`config.mk`:
```
export PLATFORM = sky130hd
export DESIGN_NAME = class_table_range_encoder
export DESIGN_NICKNAME = d
export VERILOG_FILES = /design/src/sv/ctre_pkg.sv /design/src/sv/ctre_ram.sv /design/src/sv/class_table_range_encoder.sv
export SDC_FILE = /design/constraint.sdc
export NUM_CORES = 2
export LEC_CHECK = 0
export BUFFER_PORTS_ARGS = -buffer_cell sky130_fd_sc_hd__buf_2
export CAP_MARGIN = 20
export CORE_MARGIN = 8
export CORE_UTILIZATION = 30
export CTS_BUF_LIST = sky130_fd_sc_hd__clkbuf_4 sky130_fd_sc_hd__clkbuf_8 sky130_fd_sc_hd__clkbuf_16
export DETAILED_ROUTE_END_ITERATION = 6
export PLACE_DENSITY = 0.55
export SLEW_MARGIN = 10
export SYNTH_ARGS = -nofsm -noshare
export SYNTH_HDL_FRONTEND = slang
export SYNTH_HIERARCHICAL = 1
export SYNTH_SLANG_ARGS = --single-unit
```
`constraint.sdc`:
```
create_clock -name clk -period 6.2 [get_ports clk]
set_clock_uncertainty 0.2 [all_clocks]
set_input_delay 0.31 -clock clk [delete_from_list [all_inputs] [get_ports clk]]
set_output_delay 0.31 -clock clk [all_outputs]
set_load 0.005 [all_outputs]
```
`src/sv/ctre_pkg.sv`:
```
package ctre_pkg;

  localparam int CAPACITY_DEF = 64;
  localparam int GLYPH_W      = 16;
  localparam int CLASS_W      = 16;
  localparam int TOTAL_W      = 7;

  typedef struct packed {
    logic [GLYPH_W-1:0] glyph;
    logic [CLASS_W-1:0] cls;
  } entry_t;

  localparam int ENTRY_W = $bits(entry_t);

endpackage

```
`src/sv/ctre_ram.sv`:
```
module ctre_ram #(
  parameter int WIDTH = 32,
  parameter int DEPTH = 64
) (
  input  logic                     clk,
  input  logic                     we,
  input  logic [$clog2(DEPTH)-1:0] waddr,
  input  logic [WIDTH-1:0]         wdata,
  input  logic [$clog2(DEPTH)-1:0] raddr,
  output logic [WIDTH-1:0]         rdata
);

  logic [WIDTH-1:0] mem [DEPTH];

  always_ff @(posedge clk) begin
    if (we) begin
      mem[waddr] <= wdata;
    end
    rdata <= mem[raddr];
  end

endmodule

```
`src/sv/class_table_range_encoder.sv`:
```
// Class table range encoder.
// Input channel (in_valid / in_stall): one glyph/class pair per transaction.
// Pairs with class 0 are dropped; others are inserted into a sorted store
// (one RAM, insertion sort: the new pair walks down from the top, moving one
// entry per cycle: the compare and write of one entry overlap the next read).
// After acceptance in_stall stays high while every entry with a larger glyph
// id moves up one slot; a dropped pair or a pair into an empty store skips this.
// A transaction with in_last_entry set closes the set: after its own pair is
// inserted, the store is scanned twice (read, then evaluate, per entry) to
// count the ranges, then to emit them, so every range carries the final total.
// Output channel (out_valid / out_stall): one range per transaction from a
// single output register; the scan holds while the receiver stalls.
// An empty set yields the single range 0..0 class 1.
// in_stall is high from acceptance until the last range of a set is taken
// (or, for a non-final pair, until insertion is done).
// Synchronous active-low reset empties the store and clears the overflow flag;
// RAM contents are not cleared, only entries below the fill count are read.
module class_table_range_encoder #(
  parameter int CAPACITY = ctre_pkg::CAPACITY_DEF
) (
  input  logic                          clk,
  input  logic                          rst_n,
  input  logic                          in_valid,
  output logic                          in_stall,
  input  logic [ctre_pkg::GLYPH_W-1:0]  in_glyph_id,
  input  logic [ctre_pkg::CLASS_W-1:0]  in_class_id,
  input  logic                          in_last_entry,
  output logic                          out_valid,
  input  logic                          out_stall,
  output logic [ctre_pkg::GLYPH_W-1:0]  out_range_start,
  output logic [ctre_pkg::GLYPH_W-1:0]  out_range_end,
  output logic [ctre_pkg::CLASS_W-1:0]  out_range_class,
  output logic [ctre_pkg::TOTAL_W-1:0]  out_range_total,
  output logic                          out_overflowed,
  output logic                          out_last_range
);

  localparam int AW = $clog2(CAPACITY);
  localparam int CW = $clog2(CAPACITY + 1);
  localparam int GW = ctre_pkg::GLYPH_W;

  localparam logic [3:0] S_IDLE     = 4'd0;
  localparam logic [3:0] S_SH_CMP   = 4'd1;
  localparam logic [3:0] S_WR_NEW   = 4'd2;
  localparam logic [3:0] S_CHK_LAST = 4'd3;
  localparam logic [3:0] S_CNT_RD   = 4'd4;
  localparam logic [3:0] S_CNT_EV   = 4'd5;
  localparam logic [3:0] S_EM_RD    = 4'd6;
  localparam logic [3:0] S_EM_EV    = 4'd7;
  localparam logic [3:0] S_OUT      = 4'd8;

  logic [3:0]  state_r, state_nxt;
  logic [CW-1:0] count_r, count_nxt;
  logic [CW-1:0] pos_r, pos_nxt;
  logic [CW-1:0] k_r, k_nxt;
  logic [CW-1:0] n_r, n_nxt;
  logic        ovf_r, ovf_nxt;
  logic        last_r, last_nxt;
  ctre_pkg::entry_t new_r, new_nxt;
  ctre_pkg::entry_t cur_s_r, cur_s_nxt;  // start glyph and class of the open range
  logic [GW-1:0] cur_e_r, cur_e_nxt;

  logic        ov_r, ov_nxt;
  logic        ol_r, ol_nxt;
  logic [GW-1:0] os_r, os_nxt, oe_r, oe_nxt;
  logic [ctre_pkg::CLASS_W-1:0] oc_r, oc_nxt;
  logic        oovf_r, oovf_nxt;

  logic        ram_we;
  logic [AW-1:0] ram_waddr, ram_raddr;
  ctre_pkg::entry_t ram_wdata, ram_rdata;

  logic        joins;
  logic [CW-1:0] k_inc;

  ctre_ram #(
    .WIDTH (ctre_pkg::ENTRY_W),
    .DEPTH (CAPACITY)
  ) u_store (
    .clk   (clk),
    .we    (ram_we),
    .waddr (ram_waddr),
    .wdata (ram_wdata),
    .raddr (ram_raddr),
    .rdata (ram_rdata)
  );

  // A stored entry extends the open range when its id follows the end
  // directly (no wrap past the top id) and the class matches.
  assign joins = ({1'b0, ram_rdata.glyph} == ({1'b0, cur_e_r} + {{GW{1'b0}}, 1'b1}))
                 && (ram_rdata.cls == cur_s_r.cls);
  assign k_inc = k_r + CW'(1);

  always_comb begin
    state_nxt = state_r;
    count_nxt = count_r;
    pos_nxt   = pos_r;
    k_nxt     = k_r;
    n_nxt     = n_r;
    ovf_nxt   = ovf_r;
    last_nxt  = last_r;
    new_nxt   = new_r;
    cur_s_nxt = cur_s_r;
    cur_e_nxt = cur_e_r;
    ov_nxt    = ov_r;
    ol_nxt    = ol_r;
    os_nxt    = os_r;
    oe_nxt    = oe_r;
    oc_nxt    = oc_r;
    oovf_nxt  = oovf_r;
    ram_we    = 1'b0;
    ram_waddr = pos_r[AW-1:0];
    ram_wdata = new_r;
    ram_raddr = '0;

    case (state_r)
      S_IDLE: begin
        if (in_valid) begin
          new_nxt.glyph = in_glyph_id;
          new_nxt.cls   = in_class_id;
          last_nxt      = in_last_entry;
          state_nxt     = S_CHK_LAST;
          if (in_class_id != '0) begin
            if (count_r == CW'(CAPACITY)) begin
              ovf_nxt = 1'b1;
            end else if (count_r == '0) begin
              // Empty store: write straight to the bottom.
              ram_we    = 1'b1;
              ram_waddr = '0;
              ram_wdata = '{glyph: in_glyph_id, cls: in_class_id};
              count_nxt = CW'(1);
            end else begin
              pos_nxt   = count_r;
              ram_raddr = AW'(count_r - CW'(1));
              state_nxt = S_SH_CMP;
            end
          end
        end
      end
      S_SH_CMP: begin
        if (ram_rdata.glyph > new_r.glyph) begin
          // Move the larger entry up one slot and look further down.
          ram_we    = 1'b1;
          ram_wdata = ram_rdata;
          pos_nxt   = pos_r - CW'(1);
          if (pos_r == CW'(1)) begin
            state_nxt = S_WR_NEW;
          end else begin
            ram_raddr = AW'(pos_r - CW'(2));
          end
        end else begin
          ram_we    = 1'b1;
          count_nxt = count_r + CW'(1);
          state_nxt = S_CHK_LAST;
        end
      end
      S_WR_NEW: begin
        ram_we    = 1'b1;
        count_nxt = count_r + CW'(1);
        state_nxt = S_CHK_LAST;
      end
      S_CHK_LAST: begin
        if (!last_r) begin
          state_nxt = S_IDLE;
        end else if (count_r == '0) begin
          ov_nxt    = 1'b1;
          ol_nxt    = 1'b1;
          os_nxt    = '0;
          oe_nxt    = '0;
          oc_nxt    = ctre_pkg::CLASS_W'(1);
          n_nxt     = CW'(1);
          oovf_nxt  = ovf_r;
          state_nxt = S_OUT;
        end else begin
          k_nxt     = '0;
          n_nxt     = '0;
          state_nxt = S_CNT_RD;
        end
      end
      S_CNT_RD: begin
        ram_raddr = k_r[AW-1:0];
        state_nxt = S_CNT_EV;
      end
      S_CNT_EV: begin
        if (k_r != '0 && joins) begin
          cur_e_nxt = ram_rdata.glyph;
        end else begin
          n_nxt     = n_r + CW'(1);
          cur_s_nxt = ram_rdata;
          cur_e_nxt = ram_rdata.glyph;
        end
        k_nxt = k_inc;
        if (k_inc == count_r) begin
          k_nxt     = '0;
          state_nxt = S_EM_RD;
        end else begin
          state_nxt = S_CNT_RD;
        end
      end
      S_EM_RD: begin
        ram_raddr = k_r[AW-1:0];
        state_nxt = S_EM_EV;
      end
      S_EM_EV: begin
        k_nxt = k_inc;
        if (k_r != '0 && !joins) begin
          // Close the open range and start a new one with this entry.
          ov_nxt    = 1'b1;
          ol_nxt    = 1'b0;
          os_nxt    = cur_s_r.glyph;
          oe_nxt    = cur_e_r;
          oc_nxt    = cur_s_r.cls;
          oovf_nxt  = ovf_r;
          cur_s_nxt = ram_rdata;
          cur_e_nxt = ram_rdata.glyph;
          state_nxt = S_OUT;
        end else begin
          if (k_r == '0) begin
            cur_s_nxt = ram_rdata;
          end
          cur_e_nxt = ram_rdata.glyph;
          if (k_inc == count_r) begin
            ov_nxt    = 1'b1;
            ol_nxt    = 1'b1;
            os_nxt    = (k_r == '0) ? ram_rdata.glyph : cur_s_r.glyph;
            oe_nxt    = ram_rdata.glyph;
            oc_nxt    = (k_r == '0) ? ram_rdata.cls : cur_s_r.cls;
            oovf_nxt  = ovf_r;
            state_nxt = S_OUT;
          end else begin
            state_nxt = S_EM_RD;
          end
        end
      end
      S_OUT: begin
        if (ov_r && !out_stall) begin
          ov_nxt = 1'b0;
          if (ol_r) begin
            // Set complete: empty the store for the next one.
            count_nxt = '0;
            ovf_nxt   = 1'b0;
            state_nxt = S_IDLE;
          end else if (k_r == count_r) begin
            ov_nxt   = 1'b1;
            ol_nxt   = 1'b1;
            os_nxt   = cur_s_r.glyph;
            oe_nxt   = cur_e_r;
            oc_nxt   = cur_s_r.cls;
            oovf_nxt = ovf_r;
          end else begin
            state_nxt = S_EM_RD;
          end
        end
      end
      default: begin
        state_nxt = S_IDLE;
      end
    endcase
  end

  always_ff @(posedge clk) begin
    if (!rst_n) begin
      state_r <= S_IDLE;
      count_r <= '0;
      ovf_r   <= 1'b0;
      ov_r    <= 1'b0;
    end else begin
      state_r <= state_nxt;
      count_r <= count_nxt;
      ovf_r   <= ovf_nxt;
      ov_r    <= ov_nxt;
    end
  end

  always_ff @(posedge clk) begin
    pos_r   <= pos_nxt;
    k_r     <= k_nxt;
    n_r     <= n_nxt;
    last_r  <= last_nxt;
    new_r   <= new_nxt;
    cur_s_r <= cur_s_nxt;
    cur_e_r <= cur_e_nxt;
    ol_r    <= ol_nxt;
    os_r    <= os_nxt;
    oe_r    <= oe_nxt;
    oc_r    <= oc_nxt;
    oovf_r  <= oovf_nxt;
  end

  assign in_stall        = (state_r != S_IDLE);
  assign out_valid       = ov_r;
  assign out_range_start = os_r;
  assign out_range_end   = oe_r;
  assign out_range_class = oc_r;
  assign out_range_total = ctre_pkg::TOTAL_W'(n_r);
  assign out_overflowed  = oovf_r;
  assign out_last_range  = ol_r;

`ifndef SYNTHESIS
  a_no_out_when_ready: assert property (@(posedge clk) disable iff (!rst_n)
    !in_stall |-> !out_valid)
    else $error("result pending while accepting input");
  a_count_bound: assert property (@(posedge clk) disable iff (!rst_n)
    count_r <= CW'(CAPACITY))
    else $error("store count beyond capacity");
  a_clear_after_set: assert property (@(posedge clk) disable iff (!rst_n)
    out_valid && !out_stall && out_last_range |=> count_r == '0 && !ovf_r)
    else $error("store not cleared after final range");
`endif

endmodule

```
==> results_tabular.tex <==
\begin{tabular}{lr}
\hline
Metric & Value \\
\hline
\multicolumn{2}{l}{\textbf{Flow run}} \\
Number of max-cap violations & 0 \\
\multicolumn{2}{l}{\textbf{Yosys}} \\
Unique masters post-synth & 82 \\
Area fraction of the dominant cell type after synthesis & 75.13\% \\
Synth Warn \# & 6 \\
Yosys top cell by area & edfxtp\_1 \\
XOR/XNOR share of the synthesized area & 0.6773\% \\
Portion of netlist area occupied by mux cells & 13.59\% \\
Leading cell types by count after synthesis & edfxtp\_1 (2200), mux4\_2 (446), mux2i\_1 (190) \\
Part of the Yosys area used for sequential elements & between 70 and 80\% \\
Number of flip-flops and latches in the synthesized netlist & between 2k and 2.5k \\
Dominant register cell in the synthesized netlist & edfxtp\_1 \\
Number of nets in the synthesized netlist & 4327 \\
Mean instance size in the synthesized netlist & 20.62 um\^{}2 \\
Cell types occupying the most area after synthesis & edfxtp\_1 (75\%), mux4\_2 (11\%), mux2i\_1 (2.2\%) \\
Largest family of logic cells by synthesized area & multiplexers \\
Dominant cell by count in the synthesized netlist & edfxtp\_1 \\
Compound-cell area share of the yosys netlist & 4.838\% \\
Mapped Cells & 4264 \\
Post-synthesis share of cell area spent on full adders, half adders and majority gates & 0.3814\% \\
Simple-Gate Fraction of Synth Area & 2.482\% \\
Ys async rst share & 0\% \\
Number of enable flip-flop cells after synthesis & 2200 \\
Synthesized cell area & 87930 um\^{}2 \\
\multicolumn{2}{l}{\textbf{Place}} \\
Post-Place Cells & 8277 \\
Detail Placement HPWL & 152200 um \\
Final weighted congestion in routability-driven placement & 0.8443 \\
Number of port buffers & 95 \\
\multicolumn{2}{l}{\textbf{Power}} \\
Total design power & 52.08 mW \\
Worst vdd rail ir drop & 0.3902 mV \\
Leakage power figure & 31.58 nW \\
Power density over the cells & $\sim$510 nW/um\^{}2 \\
\multicolumn{2}{l}{\textbf{Setup path}} \\
Worst EP required & 6.73 ns \\
Critical Path Fanout Max & 10 \\
Reg2reg setup slack & 0.33 ns \\
Count of cells along the worst register-to-register path & 12 \\
Data arrival, critical path & 6.40 ns \\
Critical R2R Capture & u\_store/rdata[23]\$\_DFF\_P\_ \\
Worst r2r src & u\_store/rdata[29]\$\_DFF\_P\_ \\
End point of the critical path & u\_store/rdata[23]\$\_DFF\_P\_ \\
Worst Setup End Kind & flip-flop \\
Worst Setup Start Kind & flip-flop \\
Category of the critical setup timing path & flip-flop to flip-flop \\
Critical path startpoint & u\_store/rdata[29]\$\_DFF\_P\_ \\
\multicolumn{2}{l}{\textbf{Global route}} \\
Via count of the first global-routing pass & approximately 46k \\
First-pass GRT wire length & about 350000 um \\
GRT Resource Usage Total & 15.57\% \\
Pin count of the biggest net entering global routing & 65 \\
Number of antenna violations at the first check in global routing & 9 \\
GRT overflow & 0 \\
\multicolumn{2}{l}{\textbf{Routing}} \\
Drt first-iter violations & roughly 5.2k \\
Drt first pass iters & 5 \\
Remaining antenna violation count & 0 \\
Via density per instance & 5.221 \\
Mean routed wirelength per cell & 28.49 um \\
Final wirelength & 249500 um \\
DRC violations left & 0 \\
Detailed-route via count & 45.71k \\
\multicolumn{2}{l}{\textbf{Floorplan}} \\
Die Span X & 557.4 um \\
Floorplan die area & just over 300000 um\^{}2 \\
FP Rows & 198 \\
CORE AREA & 291300 um\^{}2 \\
Initial Util & 30.18\% \\
Chip Height & 557.4 um \\
Number of top-level design ports & 96 \\
\multicolumn{2}{l}{\textbf{Clock network}} \\
Clock tree buffer depth & 3 \\
Clk sink count & 2245 \\
Number of buffers inserted during clock tree synthesis & 212 \\
TritonCTS clock tree & yes \\
CTS H-tree lvls & 4 \\
Clock-pin slew on the worst setup and hold paths & 0.07 ns \\
Root buffer cell & clkbuf\_16 \\
Worst-Skew Late Latency & 0.89 ns \\
\multicolumn{2}{l}{\textbf{Hold path}} \\
Hold Path Class & input port to flip-flop \\
\multicolumn{2}{l}{\textbf{Final layout}} \\
Area Growth Syn to Fin & 17.21\% \\
Utilization after layout & 35.37\% \\
Share of cells above drive strength 1 & 27.13\% \\
Number of non-filler instances in the completed layout & slightly below 9k \\
Fin nets & 4725 \\
FILL cells & 26.97k \\
\multicolumn{2}{l}{\textbf{Timing}} \\
Crit share post-route & 94.66\% \\
Measured slew at the worst slew-check pin & 1.212 ns \\
Number of endpoints failing setup at the final stage & 0 \\
Fin Setup TNS & 0 ns \\
Number of pins with negative max-slew slack in the final report & 0 \\
Unrepaired setup endpoints after global routing & false \\
Worst slew margin relative to its limit & 18.81\% \\
Highest Clock Rate & 0.1704 GHz \\
Final critical delay including setup and external delays & 5.869 ns \\
Final hold vios & 0 \\
\multicolumn{2}{l}{\textbf{Status}} \\
Status & finished clean \\
\hline
\end{tabular}
==> worst min-delay path by stage <==
stage | start | to | slack [ns] | depth (start not counted)
after floorplan | in_last_entry | last_r$_DFFE_PP_ | 0.21 | 0
after detailed placement | ovf_r$_SDFFE_PN0P_ | out_overflowed$_DFFE_PP_ | 0.26 | 0
after global routing | in_glyph_id[1] | new_r[17]$_DFFE_PP_ | 0.02 | 2
after global placement | ovf_r$_SDFFE_PN0P_ | out_overflowed$_DFFE_PP_ | 0.27 | 0
final | in_glyph_id[1] | new_r[17]$_DFFE_PP_ | 0.08 | 2
after CTS | in_glyph_id[1] | new_r[17]$_DFFE_PP_ | 0.001 | 2
==> state kept, by name, summed over array words and instances, names as in the netlist, 4 cells and up <==
signal / cells
pos_r: 7
u_store/rdata: 32
cur_s_r: 32
state_r: 4
cur_e_r: 16
count_r: 7
out_range_end: 16
out_range_total: 7
out_range_start: 16
u_store/mem: 2048
k_r: 7
new_r: 32
out_range_class: 16
==> layout by cell type, fill, tap and decap left out, types with 57 or more instances in the layout <==
| cell type | synthesis | routed |
|---|---|---|
| nor2_4 | 0 | 66 |
| nor2_1 | 136 | 66 |
| nand3_1 | 67 | 67 |
| a22oi_1 | 129 | 129 |
| mux2i_1 | 190 | 190 |
| a22o_1 | 61 | 61 |
| buf_2 | 55 | 96 |
| edfxtp_1 | 2200 | 2200 |
| buf_4 | 29 | 225 |
| clkbuf_16 | 0 | 213 |
| mux4_2 | 446 | 446 |
| nand2_1 | 67 | 67 |
| clkinv_1 | 1 | 57 |
| dlygate4sd3_1 | 0 | 64 |
==> stage by stage <==
step	setup slack [ns]	hold slack [ns]	area [um^2]
4_1_cts	0.07050	0.001374	103000
3_3_place_gp	-0.06257	0.2709	95010
6_report	0.3311	0.07557	103100
3_5_place_dp	-0.01593	0.2576	95050
2_1_floorplan	0.01162	0.2089	87930
5_1_grt	0.1229	0.02455	103000
==> cell families after synthesis <==
| group | count (synthesis) |
|---|---|
| flops | 2245 |
| mux | 636 |
| compound gates | 567 |
| simple gates | 434 |
| buf+inv | 287 |
| xor+xnor | 68 |
| fa+ha+maj | 27 |
==> per-layer routing <==
metal / share of wire, % / GRT usage [%]
met1: 43 / 21.66
met2: 47 / 25.24
met3: 6.8 / 2.221
met4: 3.5 / 5.076
met5: 0.012 / 0
==> report_power, final <==
group | internal [mW] | leakage, nW | switching (mW)
registers | 20.7 | 20.2 | 0.611
clock network | 7.65 | 3.59 | 5.78
logic | 5.53 | 7.74 | 11.8
total | 33.8 | 31.6 | 18.2
==> timing repair <==
action                     CTS  global route
pin swaps                    0             1
setup endpoints to repair    1             4
hold endpoints to repair    68             0
setup buffers                0             4
hold buffers                64             0
gates resized for setup      1             1
==> layout make-up <==
cell class / count / area (um^2) / share of cell area [%]
sequential: 2245 / 66960 / 64.98
multi-input combinational: 1732 / 20030 / 19.44
tap: 3900 / 4880 / 4.735
antenna: 6 / 15.01 / 0.01457
clock inverter: 142 / 1546 / 1.501
timing repair buffer: 432 / 3754 / 3.642
inverter: 39 / 146.4 / 0.1420
clock buffer: 260 / 5720 / 5.551
==> critical path: stages (launching register included) <==
cell      delay [ns]
dfxtp_1         0.79
ha_1            0.40
nand4_1         0.17
nor4_1          0.09
nor4_1          0.26
a21boi_4        0.27
nand2_1         0.34
o221ai_2        0.83
nand2b_1        0.78
o221ai_1        0.25
a21oi_1         0.54
a21oi_1         0.25
a311oi_1        0.52
No activity file was read; power rests on OpenSTA's default activity.
